## src/sv/wsf_pkg.sv

```systemverilog
// wsf_pkg: shared types, byte codes and constants of the wheel stepper command framer
// no dependencies; every other file of the block imports this package

package wsf_pkg;

  // command codes carried in the action field
  typedef enum logic [1:0] {
    ACT_ENABLE = 2'd0,
    ACT_STOP   = 2'd1,
    ACT_MOVE   = 2'd2,
    ACT_SPEED  = 2'd3
  } action_e;

  // configuration register indexes
  localparam int unsigned CFG_IDX_W = 3;
  typedef enum logic [CFG_IDX_W-1:0] {
    CFG_MOVE_SPEED    = 3'd0,
    CFG_MOVE_ACCEL    = 3'd1,
    CFG_SPEED_LIMIT   = 3'd2,
    CFG_SPEED_ACCEL   = 3'd3,
    CFG_MOVE_RPM      = 3'd4,
    CFG_STEPS_PER_REV = 3'd5,
    CFG_SETTLE_MARGIN = 3'd6
  } cfg_idx_e;

  // divider sequencer
  typedef enum logic [1:0] {
    DIV_IDLE,
    DIV_RUN,
    DIV_FIN,
    DIV_DONE
  } div_state_e;

  // byte sequencer of the back end
  typedef enum logic {
    BK_IDLE,
    BK_RUN
  } bk_state_e;

  localparam int unsigned NUM_WHEELS = 4;
  // forward direction bit per wheel, wheel 0 in bit 0
  localparam logic [NUM_WHEELS-1:0] FWD_DIR = 4'b0101;

  // frame byte codes
  localparam logic [7:0] CMD_ENABLE = 8'hF3;
  localparam logic [7:0] SUB_ENABLE = 8'hAB;
  localparam logic [7:0] CMD_MOVE   = 8'hFD;
  localparam logic [7:0] CMD_SPEED  = 8'hF6;
  localparam logic [7:0] CMD_STOP   = 8'hFE;
  localparam logic [7:0] SUB_STOP   = 8'h98;
  localparam logic [7:0] SYNC_ADDR  = 8'h00;
  localparam logic [7:0] SYNC_CMD   = 8'hFF;
  localparam logic [7:0] SYNC_SUB   = 8'h66;
  localparam logic [7:0] CHECK_BYTE = 8'h6B;
  localparam logic [7:0] FLAG_ONE   = 8'h01;
  localparam logic [7:0] FLAG_ZERO  = 8'h00;

  // index of the check byte in each frame kind
  localparam logic [3:0] LAST_ENABLE = 4'd5;
  localparam logic [3:0] LAST_STOP   = 4'd4;
  localparam logic [3:0] LAST_MOVE   = 4'd12;
  localparam logic [3:0] LAST_SPEED  = 4'd7;
  localparam logic [3:0] LAST_SYNC   = 4'd3;
  // frame number of the broadcast sync frame
  localparam logic [2:0] SYNC_FRAME  = 3'd4;

  // wait time arithmetic
  localparam logic [15:0] MS_PER_MIN = 16'd60000;
  localparam int unsigned NUM_W  = 47;   // max magnitude 2^31 times 60000
  localparam int unsigned DEN_W  = 29;   // 13 bit rpm times 16 bit steps
  localparam int unsigned ITER_W = $clog2(NUM_W);

  // command queue
  localparam int unsigned QDEPTH = 2;
  localparam int unsigned QPTR_W = $clog2(QDEPTH);

  // reset values of the configuration registers
  localparam logic [15:0] RST_MOVE_SPEED    = 16'd1000;
  localparam logic [7:0]  RST_MOVE_ACCEL    = 8'd10;
  localparam logic [15:0] RST_SPEED_LIMIT   = 16'd3000;
  localparam logic [7:0]  RST_SPEED_ACCEL   = 8'd10;
  localparam logic [12:0] RST_MOVE_RPM      = 13'd100;
  localparam logic [15:0] RST_STEPS_PER_REV = 16'd3200;
  localparam logic [15:0] RST_SETTLE_MARGIN = 16'd50;

  typedef struct packed {
    action_e            action;
    logic signed [31:0] fl_pulses;
    logic signed [31:0] fr_pulses;
    logic signed [31:0] rl_pulses;
    logic signed [31:0] rr_pulses;
    logic signed [15:0] fl_speed;
    logic signed [15:0] fr_speed;
    logic signed [15:0] rl_speed;
    logic signed [15:0] rr_speed;
  } cmd_t;

  typedef struct packed {
    logic [7:0]  tx_byte;
    logic        frame_end;
    logic        last;
    logic [31:0] wait_ms;
  } res_t;

  typedef struct packed {
    logic [15:0] move_speed_word;
    logic [7:0]  move_accel;
    logic [15:0] speed_limit_word;
    logic [7:0]  speed_accel;
    logic [12:0] move_rpm;
    logic [15:0] steps_per_rev;
    logic [15:0] settle_margin_ms;
  } cfg_t;

  // classified command handed from front to back
  typedef struct packed {
    action_e                          action;
    logic [NUM_WHEELS-1:0]            dir;
    logic [NUM_WHEELS-1:0][31:0]      mag;
    logic [31:0]                      max_mag;
  } job_t;

  // divider status towards the back end
  typedef struct packed {
    logic        done;
    logic [31:0] wait_ms;
  } div_stat_t;

endpackage

```

## src/sv/wsf_cmd_if.sv

```systemverilog
// wsf_cmd_if: valid/ready channel carrying one four-wheel command
// depends on wsf_pkg

interface wsf_cmd_if import wsf_pkg::*; ();
  logic valid;
  logic ready;
  cmd_t data;

  modport source (output valid, output data, input ready);
  modport sink   (input valid, input data, output ready);
endinterface

```

## src/sv/wsf_res_if.sv

```systemverilog
// wsf_res_if: valid/ready channel carrying one byte of the frame stream
// depends on wsf_pkg

interface wsf_res_if import wsf_pkg::*; ();
  logic valid;
  logic ready;
  res_t data;

  modport source (output valid, output data, input ready);
  modport sink   (input valid, input data, output ready);
endinterface

```

## src/sv/wheel_stepper_command_framer.sv

```systemverilog
// wheel_stepper_command_framer: top level, configuration registers and block wiring
// depends on wsf_pkg, wsf_cmd_if, wsf_res_if, wsf_front, wsf_fifo, wsf_div, wsf_back
//
//   channel   dir  transfer      payload
//   cmd_i     in   valid/ready   action, four pulse counts, four speeds
//   res_o     out  valid/ready   tx_byte, frame_end, last, wait_ms
//   cfg       in   cfg_we_i      cfg_idx_i, cfg_data_i (write only)
//
// one command gives 28 (enable), 24 (stop), 56 (move) or 36 (speed) bytes, one
// per cycle from the back end's output register while the output is ready;
// that byte rate sets throughput. the first byte passes the front stage and queue;
// the next command is taken and queued while the current one is still being sent.
// a move's last byte waits for the 47-step divider, which runs during the frames.
// reset clears control state and loads the configuration defaults; no sweep.
// a stalled output holds its byte; the front stalls only once the queue is full.

module wheel_stepper_command_framer import wsf_pkg::*; (
  input  logic                 clk_i,
  input  logic                 rst_ni,
  wsf_cmd_if.sink              cmd_i,
  wsf_res_if.source            res_o,
  input  logic                 cfg_we_i,
  input  logic [CFG_IDX_W-1:0] cfg_idx_i,
  input  logic [15:0]          cfg_data_i
);

  cfg_t      cfg_q;
  job_t      front_job, queue_job;
  logic      front_valid, queue_ready, queue_valid, queue_pop;
  logic      div_start;
  div_stat_t div_stat;

  // configuration register file
  always_ff @(posedge clk_i or negedge rst_ni) begin
    if (!rst_ni) begin
      cfg_q.move_speed_word  <= RST_MOVE_SPEED;
      cfg_q.move_accel       <= RST_MOVE_ACCEL;
      cfg_q.speed_limit_word <= RST_SPEED_LIMIT;
      cfg_q.speed_accel      <= RST_SPEED_ACCEL;
      cfg_q.move_rpm         <= RST_MOVE_RPM;
      cfg_q.steps_per_rev    <= RST_STEPS_PER_REV;
      cfg_q.settle_margin_ms <= RST_SETTLE_MARGIN;
    end else if (cfg_we_i) begin
      unique case (cfg_idx_i)
        CFG_MOVE_SPEED:    cfg_q.move_speed_word  <= cfg_data_i;
        CFG_MOVE_ACCEL:    cfg_q.move_accel       <= cfg_data_i[7:0];
        CFG_SPEED_LIMIT:   cfg_q.speed_limit_word <= cfg_data_i;
        CFG_SPEED_ACCEL:   cfg_q.speed_accel      <= cfg_data_i[7:0];
        CFG_MOVE_RPM:      cfg_q.move_rpm         <= cfg_data_i[12:0];
        CFG_STEPS_PER_REV: cfg_q.steps_per_rev    <= cfg_data_i;
        CFG_SETTLE_MARGIN: cfg_q.settle_margin_ms <= cfg_data_i;
        default:           cfg_q                  <= cfg_q;
      endcase
    end
  end

  // command intake and classification
  wsf_front u_front (
    .clk_i         (clk_i),
    .rst_ni        (rst_ni),
    .cmd_i         (cmd_i),
    .speed_limit_i (cfg_q.speed_limit_word),
    .job_o         (front_job),
    .job_valid_o   (front_valid),
    .job_ready_i   (queue_ready)
  );

  // queue between front and back
  wsf_fifo u_fifo (
    .clk_i        (clk_i),
    .rst_ni       (rst_ni),
    .push_data_i  (front_job),
    .push_valid_i (front_valid),
    .push_ready_o (queue_ready),
    .pop_data_o   (queue_job),
    .pop_valid_o  (queue_valid),
    .pop_i        (queue_pop)
  );

  // settle wait of a move
  wsf_div u_div (
    .clk_i      (clk_i),
    .rst_ni     (rst_ni),
    .start_i    (div_start),
    .max_mag_i  (queue_job.max_mag),
    .move_rpm_i (cfg_q.move_rpm),
    .steps_i    (cfg_q.steps_per_rev),
    .margin_i   (cfg_q.settle_margin_ms),
    .stat_o     (div_stat)
  );

  // frame serialiser
  wsf_back u_back (
    .clk_i       (clk_i),
    .rst_ni      (rst_ni),
    .job_i       (queue_job),
    .job_valid_i (queue_valid),
    .pop_o       (queue_pop),
    .cfg_i       (cfg_q),
    .div_start_o (div_start),
    .div_i       (div_stat),
    .res_o       (res_o)
  );

endmodule

```

## src/sv/wsf_front.sv

```systemverilog
// wsf_front: accepts commands, takes magnitudes and direction bits per wheel
// depends on wsf_pkg and wsf_cmd_if

module wsf_front import wsf_pkg::*; (
  input  logic        clk_i,
  input  logic        rst_ni,
  wsf_cmd_if.sink     cmd_i,
  input  logic [15:0] speed_limit_i,
  output job_t        job_o,
  output logic        job_valid_o,
  input  logic        job_ready_i
);

  logic                        s1_valid_q;
  action_e                     s1_act_q;
  logic [NUM_WHEELS-1:0]       s1_dir_q, s1_dir_d;
  logic [NUM_WHEELS-1:0][31:0] s1_abs_q, s1_abs_d;
  logic [NUM_WHEELS-1:0][31:0] pulses;
  logic [NUM_WHEELS-1:0][15:0] speeds;
  logic                        take;
  logic [31:0]                 max01, max23;

  assign pulses = {cmd_i.data.rr_pulses, cmd_i.data.rl_pulses,
                   cmd_i.data.fr_pulses, cmd_i.data.fl_pulses};
  assign speeds = {cmd_i.data.rr_speed, cmd_i.data.rl_speed,
                   cmd_i.data.fr_speed, cmd_i.data.fl_speed};

  // stage register frees up as soon as the queue takes its content
  assign cmd_i.ready = !s1_valid_q || job_ready_i;
  assign take        = cmd_i.valid && cmd_i.ready;

  // magnitude and direction per wheel
  always_comb begin
    for (int w = 0; w < NUM_WHEELS; w++) begin
      if (cmd_i.data.action == ACT_SPEED) begin
        s1_dir_d[w] = FWD_DIR[w] ^ speeds[w][15];
        s1_abs_d[w] = {16'd0, (speeds[w][15] ? (16'd0 - speeds[w]) : speeds[w])};
      end else begin
        s1_dir_d[w] = FWD_DIR[w] ^ pulses[w][31];
        s1_abs_d[w] = pulses[w][31] ? (32'd0 - pulses[w]) : pulses[w];
      end
    end
  end

  always_ff @(posedge clk_i or negedge rst_ni) begin
    if (!rst_ni) begin
      s1_valid_q <= 1'b0;
    end else if (take) begin
      s1_valid_q <= 1'b1;
    end else if (job_ready_i) begin
      s1_valid_q <= 1'b0;
    end
  end

  always_ff @(posedge clk_i) begin
    if (take) begin
      s1_act_q <= cmd_i.data.action;
      s1_dir_q <= s1_dir_d;
      s1_abs_q <= s1_abs_d;
    end
  end

  // speed clamp and largest move magnitude
  always_comb begin
    max01 = (s1_abs_q[0] > s1_abs_q[1]) ? s1_abs_q[0] : s1_abs_q[1];
    max23 = (s1_abs_q[2] > s1_abs_q[3]) ? s1_abs_q[2] : s1_abs_q[3];
    job_o.action  = s1_act_q;
    job_o.dir     = s1_dir_q;
    job_o.max_mag = (max01 > max23) ? max01 : max23;
    for (int w = 0; w < NUM_WHEELS; w++) begin
      if (s1_act_q == ACT_SPEED && s1_abs_q[w][15:0] > speed_limit_i) begin
        job_o.mag[w] = {16'd0, speed_limit_i};
      end else begin
        job_o.mag[w] = s1_abs_q[w];
      end
    end
  end

  assign job_valid_o = s1_valid_q;

endmodule

```

## src/sv/wsf_fifo.sv

```systemverilog
// wsf_fifo: short queue of classified commands between front and back
// depends on wsf_pkg

module wsf_fifo import wsf_pkg::*; (
  input  logic clk_i,
  input  logic rst_ni,
  input  job_t push_data_i,
  input  logic push_valid_i,
  output logic push_ready_o,
  output job_t pop_data_o,
  output logic pop_valid_o,
  input  logic pop_i
);

  job_t              mem_q [QDEPTH];
  logic [QPTR_W-1:0] wr_ptr_q, rd_ptr_q;
  logic [QPTR_W:0]   count_q;
  logic              push;

  assign push_ready_o = count_q != (QPTR_W+1)'(QDEPTH);
  assign pop_valid_o  = count_q != '0;
  assign push         = push_valid_i && push_ready_o;
  assign pop_data_o   = mem_q[rd_ptr_q];

  // pointers and fill level
  always_ff @(posedge clk_i or negedge rst_ni) begin
    if (!rst_ni) begin
      wr_ptr_q <= '0;
      rd_ptr_q <= '0;
      count_q  <= '0;
    end else begin
      if (push) begin
        wr_ptr_q <= wr_ptr_q + 1'b1;
      end
      if (pop_i) begin
        rd_ptr_q <= rd_ptr_q + 1'b1;
      end
      case ({push, pop_i})
        2'b10:   count_q <= count_q + 1'b1;
        2'b01:   count_q <= count_q - 1'b1;
        default: count_q <= count_q;
      endcase
    end
  end

  // entry storage
  always_ff @(posedge clk_i) begin
    if (push) begin
      mem_q[wr_ptr_q] <= push_data_i;
    end
  end

endmodule

```

## src/sv/wsf_div.sv

```systemverilog
// wsf_div: settle wait of a move, ceil(max*60000 / (rpm*steps)) plus margin
// depends on wsf_pkg; restoring divider, one quotient bit per cycle

module wsf_div import wsf_pkg::*; (
  input  logic        clk_i,
  input  logic        rst_ni,
  input  logic        start_i,
  input  logic [31:0] max_mag_i,
  input  logic [12:0] move_rpm_i,
  input  logic [15:0] steps_i,
  input  logic [15:0] margin_i,
  output div_stat_t   stat_o
);

  div_state_e        state_q, state_d;
  logic [ITER_W-1:0] cnt_q;
  logic [DEN_W-1:0]  den_q, rem_q, den_full;
  logic [NUM_W-1:0]  quo_q;
  logic [47:0]       num_full;
  logic [DEN_W:0]    trial, trial_sub;
  logic              ge;
  logic [NUM_W:0]    sum;
  logic [31:0]       wait_q, wait_d;

  assign num_full  = max_mag_i * MS_PER_MIN;
  assign den_full  = move_rpm_i * steps_i;
  assign trial     = {rem_q, quo_q[NUM_W-1]};
  assign trial_sub = trial - {1'b0, den_q};
  assign ge        = trial >= {1'b0, den_q};

  // round up, add margin, saturate; zero divisor gives all ones
  always_comb begin
    sum = {1'b0, quo_q} + {(NUM_W-15)'(0), margin_i} + {{NUM_W{1'b0}}, (rem_q != '0)};
    if (den_q == '0 || sum[NUM_W:32] != '0) begin
      wait_d = '1;
    end else begin
      wait_d = sum[31:0];
    end
  end

  // next state
  always_comb begin
    state_d = state_q;
    if (start_i) begin
      state_d = DIV_RUN;
    end else begin
      unique case (state_q)
        DIV_IDLE: state_d = DIV_IDLE;
        DIV_RUN:  state_d = (cnt_q == ITER_W'(NUM_W-1)) ? DIV_FIN : DIV_RUN;
        DIV_FIN:  state_d = DIV_DONE;
        DIV_DONE: state_d = DIV_DONE;
        default:  state_d = DIV_IDLE;
      endcase
    end
  end

  // outputs
  always_comb begin
    stat_o.done    = state_q == DIV_DONE;
    stat_o.wait_ms = wait_q;
  end

  always_ff @(posedge clk_i or negedge rst_ni) begin
    if (!rst_ni) begin
      state_q <= DIV_IDLE;
      cnt_q   <= '0;
    end else begin
      state_q <= state_d;
      if (start_i) begin
        cnt_q <= '0;
      end else if (state_q == DIV_RUN) begin
        cnt_q <= cnt_q + 1'b1;
      end
    end
  end

  // operand load, shift-subtract steps, final result
  always_ff @(posedge clk_i) begin
    if (start_i) begin
      quo_q <= num_full[NUM_W-1:0];
      den_q <= den_full;
      rem_q <= '0;
    end else if (state_q == DIV_RUN) begin
      rem_q <= ge ? trial_sub[DEN_W-1:0] : trial[DEN_W-1:0];
      quo_q <= {quo_q[NUM_W-2:0], ge};
    end else if (state_q == DIV_FIN) begin
      wait_q <= wait_d;
    end
  end

endmodule

```

## src/sv/wsf_back.sv

```systemverilog
// wsf_back: serialises a classified command into driver frames, one byte per cycle
// unless output or wsf_div's settle wait holds it; depends on wsf_pkg, wsf_res_if

module wsf_back import wsf_pkg::*; (
  input  logic      clk_i,
  input  logic      rst_ni,
  input  job_t      job_i,
  input  logic      job_valid_i,
  output logic      pop_o,
  input  cfg_t      cfg_i,
  output logic      div_start_o,
  input  div_stat_t div_i,
  wsf_res_if.source res_o
);

  bk_state_e   state_q, state_d;
  job_t        cur_q;
  logic [2:0]  frame_q;
  logic [3:0]  idx_q;
  logic        ov_q;
  res_t        out_q;
  logic [7:0]  addr, sel_dir, tx_byte;
  logic [31:0] sel_mag;
  logic [3:0]  last_idx;
  logic        frame_end, is_last, can_emit, hold_last, emit;

  assign addr    = {5'd0, frame_q} + 8'd1;
  assign sel_mag = cur_q.mag[frame_q[1:0]];
  assign sel_dir = {7'd0, cur_q.dir[frame_q[1:0]]};

  // byte of the current frame position
  always_comb begin
    tx_byte  = CHECK_BYTE;
    last_idx = LAST_SYNC;
    if (frame_q == SYNC_FRAME) begin
      last_idx = LAST_SYNC;
      case (idx_q)
        4'd0:    tx_byte = SYNC_ADDR;
        4'd1:    tx_byte = SYNC_CMD;
        4'd2:    tx_byte = SYNC_SUB;
        default: tx_byte = CHECK_BYTE;
      endcase
    end else begin
      case (cur_q.action)
        ACT_ENABLE: begin
          last_idx = LAST_ENABLE;
          case (idx_q)
            4'd0:        tx_byte = addr;
            4'd1:        tx_byte = CMD_ENABLE;
            4'd2:        tx_byte = SUB_ENABLE;
            4'd3, 4'd4:  tx_byte = FLAG_ONE;
            default:     tx_byte = CHECK_BYTE;
          endcase
        end
        ACT_STOP: begin
          last_idx = LAST_STOP;
          case (idx_q)
            4'd0:    tx_byte = addr;
            4'd1:    tx_byte = CMD_STOP;
            4'd2:    tx_byte = SUB_STOP;
            4'd3:    tx_byte = FLAG_ONE;
            default: tx_byte = CHECK_BYTE;
          endcase
        end
        ACT_MOVE: begin
          last_idx = LAST_MOVE;
          case (idx_q)
            4'd0:    tx_byte = addr;
            4'd1:    tx_byte = CMD_MOVE;
            4'd2:    tx_byte = sel_dir;
            4'd3:    tx_byte = cfg_i.move_speed_word[15:8];
            4'd4:    tx_byte = cfg_i.move_speed_word[7:0];
            4'd5:    tx_byte = cfg_i.move_accel;
            4'd6:    tx_byte = sel_mag[31:24];
            4'd7:    tx_byte = sel_mag[23:16];
            4'd8:    tx_byte = sel_mag[15:8];
            4'd9:    tx_byte = sel_mag[7:0];
            4'd10:   tx_byte = FLAG_ZERO;
            4'd11:   tx_byte = FLAG_ONE;
            default: tx_byte = CHECK_BYTE;
          endcase
        end
        default: begin
          last_idx = LAST_SPEED;
          case (idx_q)
            4'd0:    tx_byte = addr;
            4'd1:    tx_byte = CMD_SPEED;
            4'd2:    tx_byte = sel_dir;
            4'd3:    tx_byte = sel_mag[15:8];
            4'd4:    tx_byte = sel_mag[7:0];
            4'd5:    tx_byte = cfg_i.speed_accel;
            4'd6:    tx_byte = FLAG_ONE;
            default: tx_byte = CHECK_BYTE;
          endcase
        end
      endcase
    end
  end

  assign frame_end = idx_q == last_idx;
  assign is_last   = frame_end && (frame_q == SYNC_FRAME);

  // handshake towards the queue, the divider and the output register
  always_comb begin
    can_emit    = !ov_q || res_o.ready;
    hold_last   = is_last && (cur_q.action == ACT_MOVE) && !div_i.done;
    emit        = (state_q == BK_RUN) && can_emit && !hold_last;
    pop_o       = job_valid_i && ((state_q == BK_IDLE) || (emit && is_last));
    div_start_o = pop_o;
  end

  // next state
  always_comb begin
    state_d = state_q;
    unique case (state_q)
      BK_IDLE: state_d = pop_o ? BK_RUN : BK_IDLE;
      BK_RUN:  state_d = (emit && is_last && !pop_o) ? BK_IDLE : BK_RUN;
      default: state_d = BK_IDLE;
    endcase
  end

  always_ff @(posedge clk_i or negedge rst_ni) begin
    if (!rst_ni) begin
      state_q <= BK_IDLE;
      frame_q <= '0;
      idx_q   <= '0;
      ov_q    <= 1'b0;
    end else begin
      state_q <= state_d;
      if (pop_o) begin
        frame_q <= '0;
        idx_q   <= '0;
      end else if (emit) begin
        if (frame_end) begin
          frame_q <= frame_q + 3'd1;
          idx_q   <= '0;
        end else begin
          idx_q <= idx_q + 4'd1;
        end
      end
      if (emit) begin
        ov_q <= 1'b1;
      end else if (res_o.ready) begin
        ov_q <= 1'b0;
      end
    end
  end

  // current command and output register
  always_ff @(posedge clk_i) begin
    if (pop_o) begin
      cur_q <= job_i;
    end
    if (emit) begin
      out_q.tx_byte   <= tx_byte;
      out_q.frame_end <= frame_end;
      out_q.last      <= is_last;
      out_q.wait_ms   <= (is_last && cur_q.action == ACT_MOVE) ? div_i.wait_ms : 32'd0;
    end
  end

  assign res_o.valid = ov_q;
  assign res_o.data  = out_q;

`ifndef SYNTH
  a_wait_only_on_last: assert property (@(posedge clk_i) disable iff (!rst_ni)
    (res_o.valid && !res_o.data.last) |-> (res_o.data.wait_ms == 32'd0))
    else $error("wait time on a byte other than the last");
  a_last_ends_frame: assert property (@(posedge clk_i) disable iff (!rst_ni)
    (res_o.valid && res_o.data.last) |-> res_o.data.frame_end)
    else $error("last byte is not a check byte");
  a_pop_nonempty: assert property (@(posedge clk_i) disable iff (!rst_ni)
    pop_o |-> job_valid_i)
    else $error("command taken from an empty queue");
  a_frame_range: assert property (@(posedge clk_i) disable iff (!rst_ni)
    (state_q == BK_RUN) |-> (frame_q <= SYNC_FRAME))
    else $error("frame counter beyond the sync frame");
`endif

endmodule
```

## src/flat_wrapper.sv

```systemverilog
// flat-port wrapper written by rule: the top's interface ports become plain ports
module wheel_stepper_command_framer_flat import wsf_pkg::*;
  (clk_i, rst_ni, cfg_we_i, cfg_idx_i, cfg_data_i, cmd_i_valid, cmd_i_data, cmd_i_ready, res_o_valid, res_o_data, res_o_ready);
  wsf_cmd_if cmd_i_i ();
  wsf_res_if res_o_i ();
  input  logic clk_i;
  input  logic rst_ni;
  input  logic cfg_we_i;
  input  logic [CFG_IDX_W-1:0] cfg_idx_i;
  input  logic [15:0] cfg_data_i;
  input wire logic [$bits(cmd_i_i.valid)-1:0] cmd_i_valid;
  input wire logic [$bits(cmd_i_i.data)-1:0] cmd_i_data;
  output wire logic [$bits(cmd_i_i.ready)-1:0] cmd_i_ready;
  output wire logic [$bits(res_o_i.valid)-1:0] res_o_valid;
  output wire logic [$bits(res_o_i.data)-1:0] res_o_data;
  input wire logic [$bits(res_o_i.ready)-1:0] res_o_ready;
  assign cmd_i_i.valid = cmd_i_valid;
  assign cmd_i_i.data = cmd_i_data;
  assign cmd_i_ready = cmd_i_i.ready;
  assign res_o_valid = res_o_i.valid;
  assign res_o_data = res_o_i.data;
  assign res_o_i.ready = res_o_ready;
  wheel_stepper_command_framer u_core (.clk_i(clk_i), .rst_ni(rst_ni), .cmd_i(cmd_i_i), .res_o(res_o_i), .cfg_we_i(cfg_we_i), .cfg_idx_i(cfg_idx_i), .cfg_data_i(cfg_data_i));
endmodule
```

## config.mk

```make
export PLATFORM = sky130hd
export DESIGN_NAME = wheel_stepper_command_framer_flat
export DESIGN_NICKNAME = d
export VERILOG_FILES = /design/src/sv/wsf_pkg.sv /design/src/sv/wsf_cmd_if.sv /design/src/sv/wsf_res_if.sv /design/src/sv/wheel_stepper_command_framer.sv /design/src/sv/wsf_front.sv /design/src/sv/wsf_fifo.sv /design/src/sv/wsf_div.sv /design/src/sv/wsf_back.sv /design/src/flat_wrapper.sv
export SDC_FILE = /design/constraint.sdc
export NUM_CORES = 2
export LEC_CHECK = 0
export BUFFER_PORTS_ARGS = -buffer_cell sky130_fd_sc_hd__buf_2
export CORE_UTILIZATION = 35
export DETAILED_ROUTE_END_ITERATION = 7
export HOLD_SLACK_MARGIN = 0.02
export PLACE_DENSITY = 0.59
export SLEW_MARGIN = 30
export SYNTH_ARGS = -nofsm -noshare
export SYNTH_HDL_FRONTEND = slang
export SYNTH_SLANG_ARGS = --single-unit
```

## constraint.sdc

```tcl
create_clock -name clk_i -period 12.5 [get_ports clk_i]
set_input_delay 1.25 -clock clk_i [delete_from_list [all_inputs] [get_ports clk_i]]
set_output_delay 1.25 -clock clk_i [all_outputs]
set_load 0.02 [all_outputs]
```

==> flow_summary.json <==
{
  "critPathArrivalTime_ns": 7.91,
  "reg2reg_from": "u_core.u_fifo.rd_ptr_q$_DFFE_PN0P_",
  "hold_class": "reg2reg",
  "core_mm2": 0.169,
  "synth_top_area_share_pct": 37.4,
  "cts_setup_buffers": 0,
  "crit_required_ns": 12.93,
  "setup_tns_ns": 0,
  "drt-initial-drc-count": 2885,
  "ys_types": 79,
  "min_period_ns": 7.48,
  "antenna_found_initial": 11,
  "grt_usage_pct": 18.5,
  "post_cts_resized": 0,
  "drc_errors": 0,
  "wl_per_cell_um": 20.7,
  "cts.sinks": 894,
  "setup_violations": 0,
  "slew_headroom_pct": 33.2,
  "final.period_utilization_pct": 59.8,
  "final-hold-violation-count": 0,
  "tritoncts": "done",
  "reg2reg_to": "u_core.u_div.quo_q[45]$_DFFE_PP_",
  "grt_max_degree": 137,
  "fmaxAchievable_mhz": 134,
  "drtPass1Iterations": 5,
  "die-height_um": 415,
  "hold_depth": 0,
  "synth_largest_area_cell": "edfxtp_1",
  "critPathMaxFanout": 43,
  "path_class": "reg2reg",
  "dp_hpwl_um": 123000,
  "port_buffers": 261,
  "netlist_instances": 5289,
  "wirelength_um": 162000,
  "hold_buffers": 0,
  "pin_count": 262,
  "syn_area_mm2": 0.0598,
  "dieWidth_um": 415,
  "syn_to_final_growth_pct": 12.0,
  "rows": 151,
  "avgSynthCellArea_um2": 11.3,
  "reg2reg_depth": 19,
  "yosysWarnings": 0,
  "synth-seq-area-share_pct": 43.4,
  "slew_violations": 0,
  "tightest_slew_ns": 1.00,
  "cts_made_buffers": 98,
  "drive_gt1_share_pct": 14.8,
  "design_area_mm2": 0.0670,
  "gp_congestion": 0.888,
  "grt_pass1_wl_um": 247000,
  "ys.flop_type": "edfxtp_1",
  "syn_nets": 6208,
  "hp-start": "u_core.u_front.s1_dir_q[2]$_DFFE_PP_",
  "clockRootBuffer": "clkbuf_16",
  "end_kind": "flip-flop",
  "viasPerCell": 5.18,
  "fp.dieArea_mm2": 0.173,
  "synth_edf_count": 745,
  "overflow": 0,
  "final_nets": 6403,
  "placed_area_mm2": 0.0636,
  "async_reset_ff_share_pct": 12.9,
  "maxCapViolations": 0,
  "synth_area_leaders": "edfxtp_1 37%, fa_1 10%, ha_1 8.4%",
  "min_to": "u_core.u_fifo.mem_q[1][162]$_DFFE_PP_",
  "htree_num_levels": 3,
  "outcome": "completed",
  "grt_pass1_vias": 40500,
  "cts_max_path_buffers": 3,
  "clock_latency_ns": 0.76,
  "rsz0062_at_grt": "false",
  "fin_skew_ns": 0.0778,
  "ys_seq_elements": 894,
  "r2r_slack_ns": 5.02,
  "vias": 40400,
  "ant_nets": 0,
  "clk_pin_slew_ns": 0.06,
  "cp-start-kind": "flip-flop",
  "start_util_pct": 35.3
}
## registers in the layout, summed over array words and instances (netlist names), 2 cells and up
name / cells
u_core.cfg_q: 93
u_core.u_back.cur_q: 134
u_core.u_back.frame_q: 3
u_core.u_back.idx_q: 4
u_core.u_back.res_o.data: 42
u_core.u_div.cnt_q: 6
u_core.u_div.den_q: 29
u_core.u_div.quo_q: 47
u_core.u_div.rem_q: 29
u_core.u_div.state_q: 2
u_core.u_div.wait_q: 32
u_core.u_fifo.count_q: 2
u_core.u_fifo.mem_q: 332
u_core.u_front.s1_abs_q: 128
u_core.u_front.s1_act_q: 2
u_core.u_front.s1_dir_q: 4
## critical path, stage by stage, from the launching register on
cell and delay (ns):
dfrtp_4 0.89, mux2i_1 0.75, fa_1 0.52, inv_1 0.08, fa_1 0.44, fa_1 0.51
inv_1 0.05, fa_1 0.48, fa_1 0.55, inv_1 0.04, ha_1 0.36, and3_1 0.22
nand3_1 0.08, a211o_1 0.30, a31oi_1 0.20, nor2_1 0.09, o21ai_0 0.64, a31oi_1 0.28
and4_1 0.27, or3_1 0.36
## routing by layer
metal	wire length [um]	vias to the layer above	part of all wire (%)	track usage [%]
met5	53	-	0.033	0
met4	4990	8	3.1	6.25
met3	7240	209	4.5	2.19
met2	75200	1023	47	30.3
met1	74000	20000	46	25.4
li1	-	19100	-	-
## cells in the mapped netlist, types with 41 or more instances
cell type / n
nand2_1: 385
nor2_1: 213
xor2_1: 163
and2_1: 167
nand4_1: 92
xnor2_1: 135
o21ai_0: 243
nand3_1: 96
clkbuf_1: 185
mux2_2: 253
o31ai_1: 43
mux2i_1: 178
inv_1: 612
a21o_1: 86
fa_1: 298
and3_1: 57
a21oi_1: 226
nor3_1: 41
edfxtp_1: 745
ha_1: 403
dfrtp_1: 89
## area by class of cell
class                           count  area, um2
Fill cell                       16200     102000
Multi-Input combinational cell   3578      30900
Sequential cell                   894      26000
Tap cell                         2218       2780
Clock buffer                      117       2580
Inverter                          612       2310
Timing Repair Buffer              300       1700
Clock inverter                     67        711
Antenna cell                        6       15.0
## cell usage in the layout, fill, tap and decap left out, types with 27 or more instances in the layout
master | netlist | routed
nand4_1 | 92 | 92
clkbuf_16 | 0 | 99
dfxtp_1 | 34 | 34
mux2_2 | 253 | 253
nor3_1 | 41 | 39
ha_1 | 403 | 403
fa_1 | 298 | 298
dfrtp_1 | 89 | 87
edfxtp_1 | 745 | 745
mux2i_1 | 178 | 177
nand3_1 | 96 | 96
buf_2 | 7 | 260
a21oi_1 | 226 | 226
o21a_1 | 40 | 40
mux4_2 | 33 | 33
a21o_1 | 86 | 86
xnor2_1 | 135 | 135
nand2_1 | 385 | 384
xor2_1 | 163 | 163
or3_1 | 31 | 31
nor2_1 | 213 | 212
o21ai_0 | 243 | 242
o31ai_1 | 43 | 40
buf_4 | 1 | 30
nand2b_1 | 28 | 28
and3_1 | 57 | 56
nor2b_1 | 28 | 27
and2_1 | 167 | 165
inv_1 | 612 | 610
## cells by family after synthesis
kind of cell | share of synthesized area [%]
flops | 43.4
buf+inv | 5.15
xor+xnor | 4.36
mux | 8.98
compound gates | 9.09
fa+ha+maj | 18.4
simple gates | 10.6
## stage by stage
stage	hold slack [ns]	cells	util (%)	setup WS (ns)
finish	0.444	7792	39.5	5.02
global route	0.463	7786	39.5	4.57
global placement	0.425	7596	37.5	5.16
detailed placement	0.437	7598	37.5	5.05
CTS	0.447	7782	39.5	4.96
floorplan	0.421	5289	-	2.54
## how the worst max path moves through the flow
stage                                              start                                   end  slack [ns]  cells past startpoint
CTS                   u_core.u_fifo.rd_ptr_q$_DFFE_PN0P_      u_core.u_div.quo_q[45]$_DFFE_PP_        4.96                     19
global placement      u_core.u_fifo.rd_ptr_q$_DFFE_PN0P_      u_core.u_div.quo_q[45]$_DFFE_PP_        5.16                     19
finish                u_core.u_fifo.rd_ptr_q$_DFFE_PN0P_      u_core.u_div.quo_q[45]$_DFFE_PP_        5.02                     19
detailed placement    u_core.u_fifo.rd_ptr_q$_DFFE_PN0P_      u_core.u_div.quo_q[45]$_DFFE_PP_        5.05                     19
floorplan           u_core.u_back.frame_q[0]$_DFFE_PN0P_  u_core.u_fifo.count_q[1]$_DFFE_PN0P_        2.54                     20
global route          u_core.u_fifo.rd_ptr_q$_DFFE_PN0P_      u_core.u_div.quo_q[45]$_DFFE_PP_        4.57                     19
Power is not shown: default switching activity piles up to over one toggle a cycle in this logic, so the estimate is an artifact.
